[config.mk]
export PLATFORM = sky130hd
export DESIGN_NAME = fwc_div_cell
export DESIGN_NICKNAME = d
export VERILOG_FILES = /design/src/rtl/core/fwc_pkg.sv /design/src/rtl/core/fwc_div_cell.sv
export SDC_FILE = /design/constraint.sdc
export NUM_CORES = 1
export LEC_CHECK = 0
export BUFFER_PORTS_ARGS = -buffer_cell sky130_fd_sc_hd__buf_4
export CAP_MARGIN = 20
export CORE_ASPECT_RATIO = 1.5
export CORE_MARGIN = 1.5
export CORE_UTILIZATION = 30
export DETAILED_ROUTE_END_ITERATION = 8
export HOLD_SLACK_MARGIN = 0.05
export PLACE_DENSITY = 0.65
export SYNTH_ARGS = -nofsm -noshare
export SYNTH_HDL_FRONTEND = slang
export SYNTH_SLANG_ARGS = --single-unit
[constraint.sdc]
create_clock -name i_clk -period 3.2 [get_ports i_clk]
set_clock_uncertainty 0.05 [all_clocks]
set_input_delay 0.16 -clock i_clk [delete_from_list [all_inputs] [get_ports i_clk]]
set_output_delay 0.16 -clock i_clk [all_outputs]
set_load 0.02 [all_outputs]
[src/rtl/core/fwc_pkg.sv]
// Package for flat_index_to_wrapped_coords: widths, register codes, types, helpers.
// No dependencies; used by every other file of the block.
`default_nettype none
package fwc_pkg;

    localparam int IDX_W      = 24;
    localparam int LEN_W      = 13;
    localparam int PER_W      = 11;
    localparam int COORD_W    = 14;
    localparam int WRAP_W     = 10;
    localparam int REM_W      = 13;
    localparam int MAG_W      = 13;
    localparam int XPART_W    = 12;
    localparam int SIDE_W     = 3 * COORD_W + 4;
    localparam int XPART_MAX  = 4095;
    localparam int LEN_MAX    = 4096;
    localparam int MAX_PERIOD = 1024;
    localparam int ADDR_W     = 5;
    localparam int DATA_W     = 32;

    typedef enum logic [2:0] {
        REG_BEGIN_X  = 3'd0,
        REG_BEGIN_Y  = 3'd1,
        REG_BEGIN_Z  = 3'd2,
        REG_LEN_Y    = 3'd3,
        REG_LEN_Z    = 3'd4,
        REG_PERIOD_X = 3'd5,
        REG_PERIOD_Y = 3'd6,
        REG_PERIOD_Z = 3'd7
    } t_reg_idx;

    typedef struct packed {
        logic [LEN_W-1:0] begin_x;
        logic [LEN_W-1:0] begin_y;
        logic [LEN_W-1:0] begin_z;
        logic [LEN_W-1:0] len_y;
        logic [LEN_W-1:0] len_z;
        logic [PER_W-1:0] period_x;
        logic [PER_W-1:0] period_y;
        logic [PER_W-1:0] period_z;
    } t_cfg;

    typedef struct packed {
        logic              valid;
        logic [IDX_W-1:0]  word;
        logic [REM_W-1:0]  rem;
        logic [SIDE_W-1:0] side;
    } t_cell;

    function automatic logic [REM_W-1:0] eff_len(input logic [LEN_W-1:0] v);
        logic [REM_W-1:0] r;
        if (v == '0) begin
            r = REM_W'(1);
        end else if (v > LEN_W'(LEN_MAX)) begin
            r = REM_W'(LEN_MAX);
        end else begin
            r = REM_W'(v);
        end
        return r;
    endfunction

    function automatic logic [REM_W-1:0] eff_period(input logic [PER_W-1:0] v);
        logic [REM_W-1:0] r;
        if (v == '0) begin
            r = REM_W'(1);
        end else if (v > PER_W'(MAX_PERIOD)) begin
            r = REM_W'(MAX_PERIOD);
        end else begin
            r = REM_W'(v);
        end
        return r;
    endfunction

endpackage
`default_nettype wire

[src/rtl/core/fwc_div_cell.sv]
// One restoring-division cell: shifts one dividend bit into the remainder per beat.
// Depends on fwc_pkg for the cell record type.
`default_nettype none
module fwc_div_cell (
    input  wire logic                        i_clk,
    input  wire logic                        i_rst_n,
    input  wire logic                        i_en,
    input  wire logic [fwc_pkg::REM_W-1:0]   i_divisor,
    input  wire fwc_pkg::t_cell              i_cell,
    output fwc_pkg::t_cell                   o_cell
);
    fwc_pkg::t_cell r_cell;
    fwc_pkg::t_cell n_cell;
    logic [fwc_pkg::REM_W:0] trial;
    logic [fwc_pkg::REM_W:0] diff;
    logic                    ge;

    always_comb begin
        trial = {i_cell.rem, i_cell.word[fwc_pkg::IDX_W-1]};
        diff  = trial - {1'b0, i_divisor};
        ge    = (trial >= {1'b0, i_divisor});
        n_cell       = i_cell;
        n_cell.rem   = ge ? diff[fwc_pkg::REM_W-1:0] : trial[fwc_pkg::REM_W-1:0];
        n_cell.word  = {i_cell.word[fwc_pkg::IDX_W-2:0], ge};
    end

    always_ff @(posedge i_clk) begin
        if (!i_rst_n) begin
            r_cell.valid <= 1'b0;
        end else if (i_en) begin
            r_cell.valid <= n_cell.valid;
        end
    end

    always_ff @(posedge i_clk) begin
        if (i_en) begin
            r_cell.word <= n_cell.word;
            r_cell.rem  <= n_cell.rem;
            r_cell.side <= n_cell.side;
        end
    end

    assign o_cell = r_cell;
endmodule
`default_nettype wire

==> summary.md, run 1 <==
| Metric | Value |
|---|---|
| Worst slew margin | `0.284` |
| Max-cap violations | `0` |
| Largest cells by area after synthesis | `edfxtp_1 (74%), ha_1 (4.8%), mux2_4 (3.1%)` |
| Warnings from Yosys | `0` |
| CTS Buffer Depth | `2` |
| Routed Antenna Nets | `0` |
| Clock latency on the worst-skew pair | `0.33 ns` |
| Number of diodes | `0` |
| Post-Syn Area per Cell | `17.4 sq um` |
| TritonCTS Buffers | `9` |
| Min-delay src | `i_cell[49]` |
| Port Buffers | `183` |
| Arr. time, crit path | `2.38 ns` |
| Top FF cell, synth | `edfxtp_1` |
| Htree depth | `3` |
| Global route overflow | `0` |
| Met2 WL post-DR | `4640 microns` |
| Synth cell types | `41` |
| Die Y-Extent | `133 microns` |
| WP data required | `3.23 ns` |
| Setup-failing EPs final | `0` |
| Row cnt | `47` |
| Sequential share of the synthesized area | `0.743` |
| Total GRT Usage | `0.146` |
| Met3 routed WL | `590 microns` |
| Final hold violation count | `0` |
| Post-Route WL | `8610 microns` |
| Worst R2R Path Depth | `3` |
| Dpl hpwl | `5800 microns` |
| Initial Util | `0.307` |
| Final Util | `0.540` |
| Pwr Density | `523 mW/mm^2` |
| CTS clk-pin slew, worst paths | `0.06 ns` |
| Vias in the first global route | `2,641` |
| Routed len/inst | `14.1 microns` |
| Critical path class | `in2reg` |
| Setup ws final | `0.853 ns` |
| Area growth syn-to-layout | `75.9%` |
| Worst Hold Slack | `0.0819 ns` |
| Pleak | `2.59 nW` |
| Number of I/O pins | `184` |
| RSZ-0062 raised after global routing | `false` |
| CP endpoint kind | `flip-flop` |
| First-pass GRT wire length | `12,700 microns` |
| Syn Inst Count | `194` |
| Post-Syn Nets | `308` |
| Drt pass-1 iters | `4` |
| Number of flops mapped to enable cells by yosys | `83` |
| Worst Hold Class | `in2reg` |
| Vias per cell | `4.23` |
| DR DRC count | `0` |
| CORE AREA | `0.0110 sq mm` |
| Post-synth ARST share | `0` |
| Max reg flops | `84` |
| R2r setup slk | `2.00 ns` |
| Yosys top cell by area | `edfxtp_1` |
| Total power | `3.11 mW` |
| Crit path launch type | `input pin` |
| Top sig layer | `met4` |
| DP Area | `0.00492 sq mm` |
| Setup TNS Final | `0 ns` |
| Post-CTS repair timing setup buffer count | `0` |
| Clk root buf | `clkbuf_16` |
| 1st-iter DRT viols | `63` |
| R2r startpoint | `o_cell[83]` |
| Top-area cell type share of the netlist area | `0.738` |
| Hold path depth | `2` |
| Tcrit/Tclk final | `0.734` |
| Slew Limit Fails | `0` |
| Clk sinks | `84` |
| DR vias | `2,583` |
| Largest net degree at the start of global routing | `85` |
| Dpl cells | `523` |
| Post-synthesis register bit count | `84` |
| Status | `completed` |
| Routability congestion estimate | `0.764` |
| Initial antenna violation count | `0` |
| Worst-path maximum fanout | `14` |
| Mapped cell area | `0.00338 sq mm` |
| Layout cell share with drive strength beyond 1 | `0.462` |
| Die Span X | `89.7 microns` |
| Nets | `572` |
| Worst r2r dst | `o_cell[83]` |
| VDD IR max | `281 uV` |
| Dpl ws | `0.472 ns` |
| CTS tree | `done` |
| Met1 wire length | `3110 microns` |
| Fin area | `0.00594 sq mm` |
| Fmax | `0.426 GHz` |
| Non-filler cells, final | `610` |
| Worst-Margin Slew | `1.07 ns` |
| Full die area | `0.0119 sq mm` |
| Min-Delay Endpoint | `o_cell[50]` |
| Post-layout min period | `2.35 ns` |
critical path, cell delays in order:
cell,delay [ns]
buf_4,0.08
inv_1,0.05
ha_1,0.20
fa_1,0.40
nand2b_2,0.21
a21oi_2,0.18
o21ai_2,0.09
a211oi_2,0.18
o32a_2,0.46
mux2_2,0.38
cell usage after synthesis (2+ instances only):
| cell type | n |
|---|---|
| a211oi_1 | 2 |
| a21o_1 | 2 |
| o21ai_0 | 4 |
| nand2_1 | 4 |
| nand3_1 | 2 |
| xor2_1 | 5 |
| mux2_2 | 3 |
| nor2_1 | 8 |
| edfxtp_1 | 83 |
| nor3_1 | 2 |
| nand2b_1 | 3 |
| nor2b_1 | 3 |
| ha_1 | 13 |
| mux2i_1 | 3 |
| inv_1 | 15 |
| a21oi_1 | 8 |
| mux2_4 | 7 |
| xnor2_1 | 4 |
kinds of logic (layout without fill, tap and decap cells):
group	count (synthesis)	count (layout)	share of synthesized area
AND/OR/NAND/NOR	31	31	0.0511
buffers and inverters	16	285	0.0226
adder cells (fa/ha/maj)	14	14	0.0541
flip-flops	84	84	0.743
XOR/XNOR	9	9	0.0233
AO/OA/AOI/OAI	26	26	0.0522
multiplexers	14	14	0.0533
area by class of cell:
type                    instances  area [sq um]
fillers                       888          5050
flip-flops and latches         84          2510
repair buffers                254          2080
multi-input cells              94           791
clock buffers                   9           225
well taps                     147           184
clock inverters                 7          90.1
inverters                      15          56.3
placed cells by master, fill, tap and decap left out, types with 2 or more instances in the layout:
| cell | synthesis | routed |
|---|---|---|
| bufinv_16 | 0 | 2 |
| xnor2_1 | 4 | 4 |
| xor2_1 | 5 | 5 |
| ha_1 | 13 | 13 |
| a211oi_1 | 2 | 2 |
| mux2_2 | 3 | 3 |
| nor3_1 | 2 | 2 |
| edfxtp_1 | 83 | 83 |
| nor2_1 | 8 | 8 |
| clkbuf_16 | 0 | 9 |
| dlygate4sd3_1 | 0 | 71 |
| mux2i_1 | 3 | 3 |
| nor2b_1 | 3 | 3 |
| a21o_1 | 2 | 2 |
| nand3_1 | 2 | 2 |
| o21ai_0 | 4 | 4 |
| nand2_1 | 4 | 4 |
| nand2b_1 | 3 | 3 |
| buf_4 | 0 | 183 |
| a21oi_1 | 8 | 8 |
| mux2_4 | 7 | 7 |
| inv_1 | 15 | 15 |
| clkinv_1 | 0 | 2 |
worst max-delay path by stage:
stage | from | endpoint | cells past startpoint
floorplan | i_cell[82] | o_cell[51] | 10
global route | i_cell[82] | o_cell[48] | 10
detailed placement | i_cell[82] | o_cell[48] | 10
global placement | i_divisor[0] | o_cell[49] | 9
CTS | i_cell[82] | o_cell[48] | 10
finish | i_cell[82] | o_cell[48] | 10
what timing repair did:
action                    CTS  global route
hold endpoints to repair   70             0
resized for setup           0             0
hold buffers               71             0
where the power goes:
group / internal (mW) / leakage (nW) / switching [mW] / total, mW
logic: 0.345 / 1.61 / 0.309 / 0.654
clock network: 0.681 / 0.155 / 0.413 / 1.09
registers: 1.33 / 0.821 / 0.0285 / 1.36
total: 2.36 / 2.59 / 0.750 / 3.11
metal layers:
| layer | GRT usage | vias to the layer above |
|---|---|---|
| li1 | - | 1264 |
| met1 | 0.147 | 1196 |
| met2 | 0.260 | 104 |
| met3 | 0.0412 | 19 |
| met4 | 0.0778 | 0 |
| met5 | 0 | - |
Power figures use the tool's default switching activity.
==> inputs of run 2 (changes only) <==
- clock period: 3.2 -> 2.2 ns (I/O delays scaled with it)
==> summary.md, run 2 (synthesis results as in run 1) <==
| Metric | Value |
|---|---|
| Dpl hpwl | `5920 microns (+2.2%)` |
| Total GRT Usage | `0.147 (+0.000893)` |
| Crit path launch type | `input pin` |
| Die Y-Extent | `133 microns (unchanged)` |
| Status | `completed` |
| Worst Hold Class | `in2reg` |
| Pwr Density | `719 mW/mm^2 (+38%)` |
| Clock latency on the worst-skew pair | `0.33 ns (about the same)` |
| Vias in the first global route | `2,739 (+3.7%)` |
| Post-Route WL | `8840 microns (+2.6%)` |
| Slew Limit Fails | `0 (unchanged)` |
| Arr. time, crit path | `2.18 ns (-0.20 ns)` |
| Worst-path maximum fanout | `7 (-7)` |
| CTS tree | `done` |
| Min-Delay Endpoint | `o_cell[47]` |
| Fin area | `0.00620 sq mm (+4.3%)` |
| Clk sinks | `84 (unchanged)` |
| Vias per cell | `4.28 (+1.0%)` |
| Layout cell share with drive strength beyond 1 | `0.474 (+0.0120)` |
| Max-cap violations | `0 (unchanged)` |
| Dpl cells | `534 (+2.1%)` |
| Full die area | `0.0119 sq mm (unchanged)` |
| First-pass GRT wire length | `13,000 microns (+1.9%)` |
| Worst slew margin | `0.612 (+0.328)` |
| Htree depth | `3 (unchanged)` |
| CP endpoint kind | `flip-flop` |
| WP data required | `2.23 ns (-1.00 ns)` |
| TritonCTS Buffers | `9 (unchanged)` |
| Global route overflow | `0 (unchanged)` |
| Drt pass-1 iters | `4 (unchanged)` |
| CTS clk-pin slew, worst paths | `0.06 ns (about the same)` |
| Initial antenna violation count | `0 (unchanged)` |
| Commonest non-fill, non-tap cell in the layout | `buf_4` |
| Die Span X | `89.7 microns (unchanged)` |
| Number of diodes | `0 (unchanged)` |
| Routed len/inst | `14.0 microns (-0.94%)` |
| Final Util | `0.564 (+0.0232)` |
| Post-layout min period | `2.14 ns` |
| DR vias | `2,704 (+4.7%)` |
| Pleak | `2.68 nW (+3.7%)` |
| Port Buffers | `183 (unchanged)` |
| DR DRC count | `0 (unchanged)` |
| Non-filler cells, final | `632 (+3.6%)` |
| Worst-Margin Slew | `0.582 ns (-0.492 ns)` |
| Critical path class | `in2reg` |
| Clk root buf | `clkbuf_16` |
| Largest net degree at the start of global routing | `44 (-48%)` |
| Nets | `595 (+4.0%)` |
| Crit path from | `i_cell[82]` |
| CTS Buffer Depth | `2 (unchanged)` |
| Worst r2r dst | `o_cell[83]` |
| 1st-iter DRT viols | `102 (+62%)` |
| R2r startpoint | `o_cell[83]` |
| Setup-failing EPs final | `0 (unchanged)` |
| R2r setup slk | `1.01 ns (-0.99 ns)` |
| CORE AREA | `0.0110 sq mm (unchanged)` |
| Routability congestion estimate | `0.785 (+2.9%)` |
| Commonest non-fill, non-tap cells in the layout | `buf_4 (193), edfxtp_1 (83), dlygate4sd3_1 (82)` |
| Min-delay src | `i_cell[46]` |
| Fmax | `0.467 GHz` |
| RSZ-0062 raised after global routing | `true` |
| Number of I/O pins | `184 (unchanged)` |
| Tcrit/Tclk final | `0.973` |
| Hold path depth | `3 (+1)` |
| Max reg flops | `84 (unchanged)` |
| Area growth syn-to-layout | `83.4%` |
| VDD IR max | `345 uV (+23%)` |
| Row cnt | `47 (unchanged)` |
| Final hold violation count | `0 (unchanged)` |
| Worst R2R Path Depth | `3 (unchanged)` |
| Routed Antenna Nets | `0 (unchanged)` |
| Initial Util | `0.307 (unchanged)` |
| DP Area | `0.00506 sq mm (+3.0%)` |
-- run 2: per-stage QoR --
step	hold WS [ns]	setup slack [ns]	TNS [ns]	power, mW
after floorplan	0.159	-0.0397	-0.278	2.45
after global placement	0.238	-0.265	-2.91	2.89
after detailed placement	0.239	-0.289	-3.13	2.90
after CTS	0.106	0.0363	0	4.50
after global routing	0.115	-0.00766	-0.0136	4.65
final	0.118	0.0584	0	4.46
-- run 2: worst max path at each step --
stage                 end  slack (ns)  depth (start not counted)
2_1_floorplan  o_cell[51]       -0.04                         10
3_3_place_gp   o_cell[49]       -0.27                         10
3_5_place_dp   o_cell[48]       -0.29                         10
4_1_cts        o_cell[48]        0.04                          7
5_1_grt        o_cell[48]      -0.008                         10
6_report       o_cell[48]        0.06                         10
-- run 2: power breakdown --
part           internal [mW]  switching [mW]  total [mW]  leakage [nW]
logic                  0.551           0.472        1.02          1.73
registers               1.93          0.0411        1.97         0.821
clock network          0.872           0.588        1.46         0.132
total                   3.36            1.10        4.46          2.68
-- run 2: metal layers --
metal,GRT usage,share of wire
met3,0.0424,0.062
met1,0.151,0.36
met2,0.264,0.55
met4,0.0658,0.029
met5,0,0
-- run 2: worst max-delay path: stages --
cell,delay (ns)
buf_4,0.13
inv_12,0.03
ha_4,0.15
fa_2,0.38
nand2b_4,0.16
a21oi_4,0.16
o21ai_2,0.09
a211oi_2,0.29
o32a_4,0.31
mux2_2,0.35
-- run 2: layout make-up --
class	instances	area, sq um
timing repair buffer	276	2290
fill	883	4800
clock buffer	9	225
multi-input combinational	95	853
tap	147	184
inverter	15	68.8
sequential	84	2510
clock inverter	6	65.1
-- run 2: timing repair --
action	in CTS	in global routing
endpoints found under the hold margin	81	0
gates resized for setup	0	2
setup buffers	0	0
hold buffers	82	0
endpoints found under the setup margin	0	11
