### config.mk
export PLATFORM = sky130hd
export DESIGN_NAME = fwc_apb_regs
export DESIGN_NICKNAME = d
export VERILOG_FILES = /design/src/rtl/core/fwc_pkg.sv /design/src/rtl/core/fwc_apb_regs.sv
export SDC_FILE = /design/constraint.sdc
export NUM_CORES = 1
export LEC_CHECK = 0
export ABC_AREA = 1
export CORE_MARGIN = 4
export CORE_UTILIZATION = 57
export CTS_CLUSTER_DIAMETER = 30
export DETAILED_ROUTE_END_ITERATION = 12
export DONT_BUFFER_PORTS = 1
export PLACE_DENSITY_LB_ADDON = 0.12
export SKIP_LAST_GASP = 1
export SYNTH_ARGS = -nofsm -noshare
export SYNTH_HDL_FRONTEND = slang
export SYNTH_SLANG_ARGS = --single-unit
### constraint.sdc
create_clock -name i_clk -period 1.4 [get_ports i_clk]
set_clock_uncertainty 0.15 [all_clocks]
set_input_delay 0.28 -clock i_clk [delete_from_list [all_inputs] [get_ports i_clk]]
set_output_delay 0.28 -clock i_clk [all_outputs]
set_load 0.01 [all_outputs]
### src/rtl/core/fwc_pkg.sv
// Package for flat_index_to_wrapped_coords: widths, register codes, types, helpers.
// No dependencies; used by every other file of the block.
`default_nettype none
package fwc_pkg;

    localparam int IDX_W      = 24;
    localparam int LEN_W      = 13;
    localparam int PER_W      = 11;
    localparam int COORD_W    = 14;
    localparam int WRAP_W     = 10;
    localparam int REM_W      = 13;
    localparam int MAG_W      = 13;
    localparam int XPART_W    = 12;
    localparam int SIDE_W     = 3 * COORD_W + 4;
    localparam int XPART_MAX  = 4095;
    localparam int LEN_MAX    = 4096;
    localparam int MAX_PERIOD = 1024;
    localparam int ADDR_W     = 5;
    localparam int DATA_W     = 32;

    typedef enum logic [2:0] {
        REG_BEGIN_X  = 3'd0,
        REG_BEGIN_Y  = 3'd1,
        REG_BEGIN_Z  = 3'd2,
        REG_LEN_Y    = 3'd3,
        REG_LEN_Z    = 3'd4,
        REG_PERIOD_X = 3'd5,
        REG_PERIOD_Y = 3'd6,
        REG_PERIOD_Z = 3'd7
    } t_reg_idx;

    typedef struct packed {
        logic [LEN_W-1:0] begin_x;
        logic [LEN_W-1:0] begin_y;
        logic [LEN_W-1:0] begin_z;
        logic [LEN_W-1:0] len_y;
        logic [LEN_W-1:0] len_z;
        logic [PER_W-1:0] period_x;
        logic [PER_W-1:0] period_y;
        logic [PER_W-1:0] period_z;
    } t_cfg;

    typedef struct packed {
        logic              valid;
        logic [IDX_W-1:0]  word;
        logic [REM_W-1:0]  rem;
        logic [SIDE_W-1:0] side;
    } t_cell;

    function automatic logic [REM_W-1:0] eff_len(input logic [LEN_W-1:0] v);
        logic [REM_W-1:0] r;
        if (v == '0) begin
            r = REM_W'(1);
        end else if (v > LEN_W'(LEN_MAX)) begin
            r = REM_W'(LEN_MAX);
        end else begin
            r = REM_W'(v);
        end
        return r;
    endfunction

    function automatic logic [REM_W-1:0] eff_period(input logic [PER_W-1:0] v);
        logic [REM_W-1:0] r;
        if (v == '0) begin
            r = REM_W'(1);
        end else if (v > PER_W'(MAX_PERIOD)) begin
            r = REM_W'(MAX_PERIOD);
        end else begin
            r = REM_W'(v);
        end
        return r;
    endfunction

endpackage
`default_nettype wire

### src/rtl/core/fwc_apb_regs.sv
// APB register file holding box start, box lengths and grid periods.
// Depends on fwc_pkg for register codes and the configuration record.
`default_nettype none
module fwc_apb_regs (
    input  wire logic                         i_clk,
    input  wire logic                         i_rst_n,
    input  wire logic                         psel,
    input  wire logic                         penable,
    input  wire logic                         pwrite,
    input  wire logic [fwc_pkg::ADDR_W-1:0]   paddr,
    input  wire logic [fwc_pkg::DATA_W-1:0]   pwdata,
    output logic      [fwc_pkg::DATA_W-1:0]   prdata,
    output logic                              pready,
    output fwc_pkg::t_cfg                     o_cfg
);
    fwc_pkg::t_cfg    r_cfg;
    fwc_pkg::t_reg_idx idx;
    logic             wr;

    assign idx    = fwc_pkg::t_reg_idx'(paddr[fwc_pkg::ADDR_W-1:2]);
    assign wr     = psel && penable && pwrite;
    assign pready = 1'b1;

    always_ff @(posedge i_clk) begin
        if (!i_rst_n) begin
            r_cfg.begin_x  <= '0;
            r_cfg.begin_y  <= '0;
            r_cfg.begin_z  <= '0;
            r_cfg.len_y    <= fwc_pkg::LEN_W'(1);
            r_cfg.len_z    <= fwc_pkg::LEN_W'(1);
            r_cfg.period_x <= fwc_pkg::PER_W'(1);
            r_cfg.period_y <= fwc_pkg::PER_W'(1);
            r_cfg.period_z <= fwc_pkg::PER_W'(1);
        end else if (wr) begin
            unique case (idx)
                fwc_pkg::REG_BEGIN_X:  r_cfg.begin_x  <= pwdata[fwc_pkg::LEN_W-1:0];
                fwc_pkg::REG_BEGIN_Y:  r_cfg.begin_y  <= pwdata[fwc_pkg::LEN_W-1:0];
                fwc_pkg::REG_BEGIN_Z:  r_cfg.begin_z  <= pwdata[fwc_pkg::LEN_W-1:0];
                fwc_pkg::REG_LEN_Y:    r_cfg.len_y    <= pwdata[fwc_pkg::LEN_W-1:0];
                fwc_pkg::REG_LEN_Z:    r_cfg.len_z    <= pwdata[fwc_pkg::LEN_W-1:0];
                fwc_pkg::REG_PERIOD_X: r_cfg.period_x <= pwdata[fwc_pkg::PER_W-1:0];
                fwc_pkg::REG_PERIOD_Y: r_cfg.period_y <= pwdata[fwc_pkg::PER_W-1:0];
                fwc_pkg::REG_PERIOD_Z: r_cfg.period_z <= pwdata[fwc_pkg::PER_W-1:0];
                default: ;
            endcase
        end
    end

    always_comb begin
        unique case (idx)
            fwc_pkg::REG_BEGIN_X:  prdata = fwc_pkg::DATA_W'(r_cfg.begin_x);
            fwc_pkg::REG_BEGIN_Y:  prdata = fwc_pkg::DATA_W'(r_cfg.begin_y);
            fwc_pkg::REG_BEGIN_Z:  prdata = fwc_pkg::DATA_W'(r_cfg.begin_z);
            fwc_pkg::REG_LEN_Y:    prdata = fwc_pkg::DATA_W'(r_cfg.len_y);
            fwc_pkg::REG_LEN_Z:    prdata = fwc_pkg::DATA_W'(r_cfg.len_z);
            fwc_pkg::REG_PERIOD_X: prdata = fwc_pkg::DATA_W'(r_cfg.period_x);
            fwc_pkg::REG_PERIOD_Y: prdata = fwc_pkg::DATA_W'(r_cfg.period_y);
            fwc_pkg::REG_PERIOD_Z: prdata = fwc_pkg::DATA_W'(r_cfg.period_z);
            default:               prdata = '0;
        endcase
    end

    assign o_cfg = r_cfg;
endmodule
`default_nettype wire

==> results of run 1 <==
## per-stage QoR
stage / setup TNS, ns / cells / setup slack, ns / hold slack, ns / utilization
detailed placement: -0.7720 / 799 / -0.09582 / 0.2212 / 0.6345
CTS: -2.266 / 825 / -0.2100 / -0.1629 / 0.6827
floorplan: -0.1961 / 702 / -0.01407 / 0.2562 / -
global route: -2.767 / 827 / -0.2486 / -0.1528 / 0.6950
global placement: -0.5631 / 799 / -0.05666 / 0.2183 / 0.6345
finish: -2.209 / 827 / -0.2145 / -0.1515 / 0.6950
## worst max-delay path by stage
stage	start	to	slack, ns	cells past startpoint
after detailed placement	paddr[2]	prdata[7]	-0.1	5
after CTS	o_cfg[30]$_SDFFE_PN0P_	prdata[8]	-0.21	4
after floorplan	paddr[3]	prdata[0]	-0.01	7
after global routing	o_cfg[59]$_SDFFE_PN0P_	prdata[0]	-0.25	4
final	o_cfg[5]$_SDFFE_PN0P_	prdata[5]	-0.21	4
after global placement	paddr[2]	prdata[7]	-0.06	5
## final cells by class
| type | instances | area share |
|---|---|---|
| multi-input combinational | 500 | 0.4400 |
| sequential | 98 | 0.3576 |
| timing repair buffer | 82 | 0.1268 |
| clock buffer | 11 | 0.02665 |
| tap | 105 | 0.02312 |
| inverter | 26 | 0.01916 |
| clock inverter | 5 | 0.006606 |
## power breakdown
part	total, W	internal (W)	switching, W
Clock	0.00179	0.000751	0.00104
Combinational	0.000467	0.000164	0.000302
Sequential	0.00286	0.00281	0.0000415
## routing by layer
| metal | up-vias | routed length [um] | track usage |
|---|---|---|---|
| met1 | 2301 | 6366 | 0.4245 |
| met3 | 36 | 2045 | 0.09327 |
| met2 | 318 | 7540 | 0.5010 |
| met4 | 0 | 456 | 0.1397 |
| met5 | - | 0 | 0 |
| li1 | 2287 | - | - |
## worst max-delay path, stage by stage, from the launching register on
cell,delay (ns)
dfxtp_2,0.36
nand2_1,0.07
nand2_1,0.10
nor2_1,0.15
nand3_2,0.13
## cell usage in the layout, fill, tap and decap left out
cell type	count
buf_12	6
buf_4	64
clkbuf_8	11
clkinv_2	2
clkinv_4	1
clkinvlp_4	2
conb_1	20
dfxtp_1	54
dfxtp_2	38
dfxtp_4	6
dlygate4sd3_1	12
inv_1	18
inv_2	5
inv_4	1
inv_6	1
inv_8	1
nand2_1	63
nand2_2	12
nand2_4	2
nand3_1	13
nand3_2	14
nand3_4	4
nand4_1	47
nor2_1	162
nor2_2	18
nor2_4	10
nor3_1	39
o211ai_1	2
o211ai_2	1
o21ai_0	66
o21ai_1	27
## synthesized netlist by cell type
library cell    n
nand2_4         2
dfxtp_1        98
nor3_1         39
clkinv_2        1
nand2_1        73
nand3_4         3
buf_6           5
buf_2          19
o211ai_1        2
inv_6           1
nor2_2          2
nand3_2         1
inv_2           5
buf_4          28
o21ai_0        66
o21ai_1        27
inv_1          19
nor2_1        182
conb_1          2
nor2_4          6
nand4_1        47
nand3_1        27
clkbuf_1       16
buf_1          10
o211ai_2        1
nand2_2         2
## timing repair
item	4_1_cts	5_1_grt
hold buffers	10	3
setup endpoints to repair	13	14
hold endpoints to repair	98	98
resized for setup	56	31
pin swaps	17	21
## cell families after synthesis
family	share of synthesized area
AOI/OAI and AO/OA	0.1030
other	0.001570
DFF	0.4100
and+or+nand+nor	0.3677
buffers and inverters	0.1177
==> flow_metrics.py, run 1 <==
metrics = {
    "status": {
        "status": "finished with violations",
        "failed_checks": "negative hold slack, negative setup slack",
    },
    "final_layout": {
        "seqCellArea_um2": 2032,
        "diodes": 0,
        "fin_nets": 759,
        "multi_input_area_um2": 2500,
        "nFillCells": 683,
        "largest_register_ffs": 98,
        "drive_gt1_frac": 0.2756,
        "area_delta_synth_final_pct": 18.75,
        "fin_area_um2": 5682,
    },
    "route": {
        "ant_nets": 0,
        "vias": 4942,
        "wl_um": 16410,
        "drtIter0Drc": 521,
        "drc": 0,
        "wire_per_inst_um": 19.84,
        "via_per_inst": 5.976,
        "dr.pass1.iters": 5,
    },
    "sta": {
        "slew_headroom": 0.5994,
        "setup_viol_count_final": 13,
        "period_share": 1.153,
        "fmax_ghz": 0.6194,
        "timing.hold.ws_ns": -0.1515,
        "rsz0062_at_grt": "true",
        "fin_crit_ns": 1.615,
        "hold_viol": 98,
        "finalMaxSlewViolations": 0,
        "worst_slack_ns": -0.2145,
        "tightest_slew_ns": 0.5990,
    },
    "place": {
        "hpwl_um": 11260,
        "place.port_buffers": 0,
        "gp_congestion": 0.9022,
        "postPlaceCellArea_um2": 5187,
    },
    "synthesis": {
        "synthTopCellsByArea": "dfxtp_1 (41%), nor2_1 (14%), o21ai_0 (6.9%)",
        "syn_inst": 684,
        "yosysWarnings": 0,
        "syn_area_per_cell_um2": 6.995,
        "synth_top_area_share": 0.4100,
        "netlist.top_cell.by_area": "dfxtp_1",
        "synth-seq-area-share": 0.4100,
        "synth_cell_types": 26,
        "ys_ff_latch": 98,
        "syn-cell-area_um2": 4785,
    },
    "grt": {
        "grt_max_degree": 99,
        "antenna_found_initial": 0,
        "grt_first_pass_wirelength_um": 25220,
        "gr-total-overflow": 0,
        "grt_use_total": 0.3248,
        "grt_pass1_vias": 4531,
    },
    "clock_tree": {
        "postCtsSetupRepairBufs": 0,
        "cts-buffers-inserted": 9,
        "path_clk_slew_ns": 0.10,
        "clk_path_buf_depth": 2,
        "cts_num_sinks": 98,
        "cts_tree": "done",
        "clock_latency_ns": 0.37,
        "htreeDepth": 3,
        "root_buffer": "clkbuf_8",
    },
    "floorplan": {
        "start_util": 0.5852,
        "die_h_um": 99.62,
        "ios": 173,
        "core-area_um2": 8175,
        "rows": 33,
        "dieArea_um2": 9924,
        "die_w_um": 99.62,
    },
    "setup_path": {
        "required_ns": 0.97,
        "rr_endpoint": "o_cfg[74]$_SDFFE_PN0P_",
        "worstPathMaxFanout": 3,
        "r2r_setup_slack_ns": 0.40,
        "crit_path_start_kind": "flip-flop",
        "path_class": "flip-flop to primary output",
        "timing.rr.start": "o_cfg[74]$_SDFFE_PN0P_",
        "rr_worst_depth": 3,
        "cp.arrival_ns": 1.18,
        "cp-end-kind": "primary output",
    },
    "power": {
        "power.density_nw_per_um2": 899.5,
        "ir_drop_v": 0.0005153,
        "p_total_w": 0.005111,
        "power.leakage_nw": 2.548,
    },
    "worst_hold_path": {
        "hold_class": "input port to flip-flop",
        "whs_path_depth": 1,
        "min_from": "i_rst_n",
        "whs_endpoint": "o_cfg[0]$_SDFFE_PN1P_",
    },
    "flow_run": {
        "maxCapViolCount": 0,
    },
}
Note: power is estimated with default switching activity, not from simulation.
==> run 2: changes to the inputs <==
CORE_UTILIZATION = 55   (was 57)
clock period = 1.35 ns   (was 1.4 ns; I/O delays follow)
==> run 2 against run 1 <==
Effect of this change:
- the flow still finishes with violations (negative hold slack, negative setup slack)
- clock power increased by 8%
- critical path type unchanged
- total power increased by 5.7%
- die area increased by 3.3%
- critical endpoint is now prdata[2]
==> flow_metrics.py, run 2 (synthesized netlist as in run 1, its figures left out) <==
metrics = {
    "setup_path": {
        "cp-end-kind": "primary output",
        "required_ns": 0.93,
        "timing.rr.start": "o_cfg[59]$_SDFFE_PN0P_",
        "worstPathMaxFanout": 2,
        "path_class": "flip-flop to primary output",
        "crit_path_start_kind": "flip-flop",
        "cp.arrival_ns": 1.18,
        "critPathLaunch": "o_cfg[61]$_SDFFE_PN0P_",
    },
    "flow_run": {
        "maxCapViolCount": 0,
    },
    "clock_tree": {
        "clk_path_buf_depth": 2,
        "htreeDepth": 3,
        "cts_tree": "done",
        "cts_num_sinks": 98,
        "clock_latency_ns": 0.36,
        "path_clk_slew_ns": 0.10,
        "cts-buffers-inserted": 9,
        "root_buffer": "clkbuf_8",
    },
    "place": {
        "gp_congestion": 0.9515,
        "postPlaceCellArea_um2": 5395,
        "hpwl_um": 11400,
        "place.port_buffers": 0,
    },
    "sta": {
        "timing.hold.ws_ns": -0.1301,
        "hold_viol": 93,
        "rsz0062_at_grt": "true",
        "fmax_ghz": 0.6256,
        "worst_slack_ns": -0.2485,
        "slew_headroom": 0.6031,
        "setup_viol_count_final": 14,
        "setup_tns_ns": -2.465,
        "fin_crit_ns": 1.599,
        "tightest_slew_ns": 0.5934,
        "period_share": 1.184,
        "finalMaxSlewViolations": 0,
    },
    "route": {
        "vias": 5123,
        "via_per_inst": 5.950,
        "dr.pass1.iters": 5,
        "wire_per_inst_um": 19.82,
        "ant_nets": 0,
        "drc": 0,
        "wl_um": 17060,
        "drtIter0Drc": 589,
    },
    "floorplan": {
        "die_w_um": 101.3,
        "start_util": 0.5737,
        "die_h_um": 101.3,
        "ios": 173,
        "dieArea_um2": 10260,
        "rows": 33,
        "core-area_um2": 8341,
    },
    "final_layout": {
        "layout_commonest_cell": "nor2_1",
        "nFillCells": 695,
        "final_cell_mix": "nor2_1 (160), buf_4 (89), dfxtp_1 (74), o21ai_0 (65), nand2_1 (57)",
        "largest_register_ffs": 98,
        "multi_input_area_um2": 2554,
        "fin_nets": 792,
        "fin_area_um2": 5987,
        "seqCellArea_um2": 2004,
        "area_delta_synth_final_pct": 25.13,
        "drive_gt1_frac": 0.2874,
    },
    "grt": {
        "grt_pass1_vias": 4636,
        "grt_first_pass_wirelength_um": 25830,
        "grt_use_total": 0.3272,
        "gr-total-overflow": 0,
        "antenna_found_initial": 0,
        "grt_max_degree": 99,
    },
    "status": {
        "status": "finished with violations",
        "failed_checks": "negative hold slack, negative setup slack",
    },
    "worst_hold_path": {
        "hold_class": "input port to flip-flop",
        "min_from": "i_rst_n",
    },
    "power": {
        "power.leakage_nw": 2.732,
        "ir_drop_v": 0.0006213,
        "p_total_w": 0.005403,
        "power.density_nw_per_um2": 902.5,
    },
}
-- run 2: critical path, cell delays in order, from the launching register on --
cell and delay [ns]:
dfxtp_1 0.33, nand4_1 0.11, nand2_1 0.10, nor2_4 0.17, nand3_4 0.10
-- run 2: cell type report --
cell class,count,share of cell area
well taps,105,0.02194
flip-flops and latches,98,0.3348
multi-input cells,500,0.4265
clock buffers,10,0.02132
inverters,26,0.01818
repair buffers,115,0.1655
diodes,1,0.0004180
clock inverters,6,0.01129
-- run 2: per-stage QoR --
stage | setup slack [ns] | hold slack, ns | utilization | cells
finish | -0.2485 | -0.1301 | 0.7178 | 861
global route | -0.2865 | -0.1397 | 0.7175 | 860
CTS | -0.2490 | -0.1611 | 0.7030 | 858
detailed placement | -0.1035 | 0.2103 | 0.6469 | 825
global placement | -0.08765 | 0.2108 | 0.6469 | 825
floorplan | -0.05622 | 0.2461 | - | 702
-- run 2: per-layer routing --
metal,track usage,vias to the layer above,share of wire
met4,0.1278,0,0.038
met1,0.4496,2381,0.40
met2,0.4859,339,0.44
met5,0,-,0
met3,0.09298,54,0.13
li1,-,2349,-
-- run 2: timing repair --
| item | 4_1_cts | 5_1_grt |
|---|---|---|
| hold buffers | 16 | 3 |
| setup endpoints to repair | 13 | 20 |
| hold endpoints to repair | 98 | 93 |
| setup buffers | 1 | 1 |
| gates resized for setup | 49 | 34 |
| pin swaps | 33 | 22 |
-- run 2: path summary, 6_finish.rpt --
kind	end	slack, ns	cells past startpoint
worst min register to register	o_cfg[4]$_SDFFE_PN0P_	0.38	2
worst min-delay path	o_cfg[0]$_SDFFE_PN1P_	-0.13	1
worst max register to register	o_cfg[59]$_SDFFE_PN0P_	0.33	4
worst max-delay path	prdata[2]	-0.25	4
-- run 2: power breakdown --
part           switching [W]  internal [W]  leakage (nW)  total [W]
clock network        0.00106      0.000862        0.0925    0.00193
logic               0.000331      0.000195          1.84   0.000526
registers          0.0000325       0.00292         0.804    0.00295
total                0.00143       0.00398          2.73    0.00540
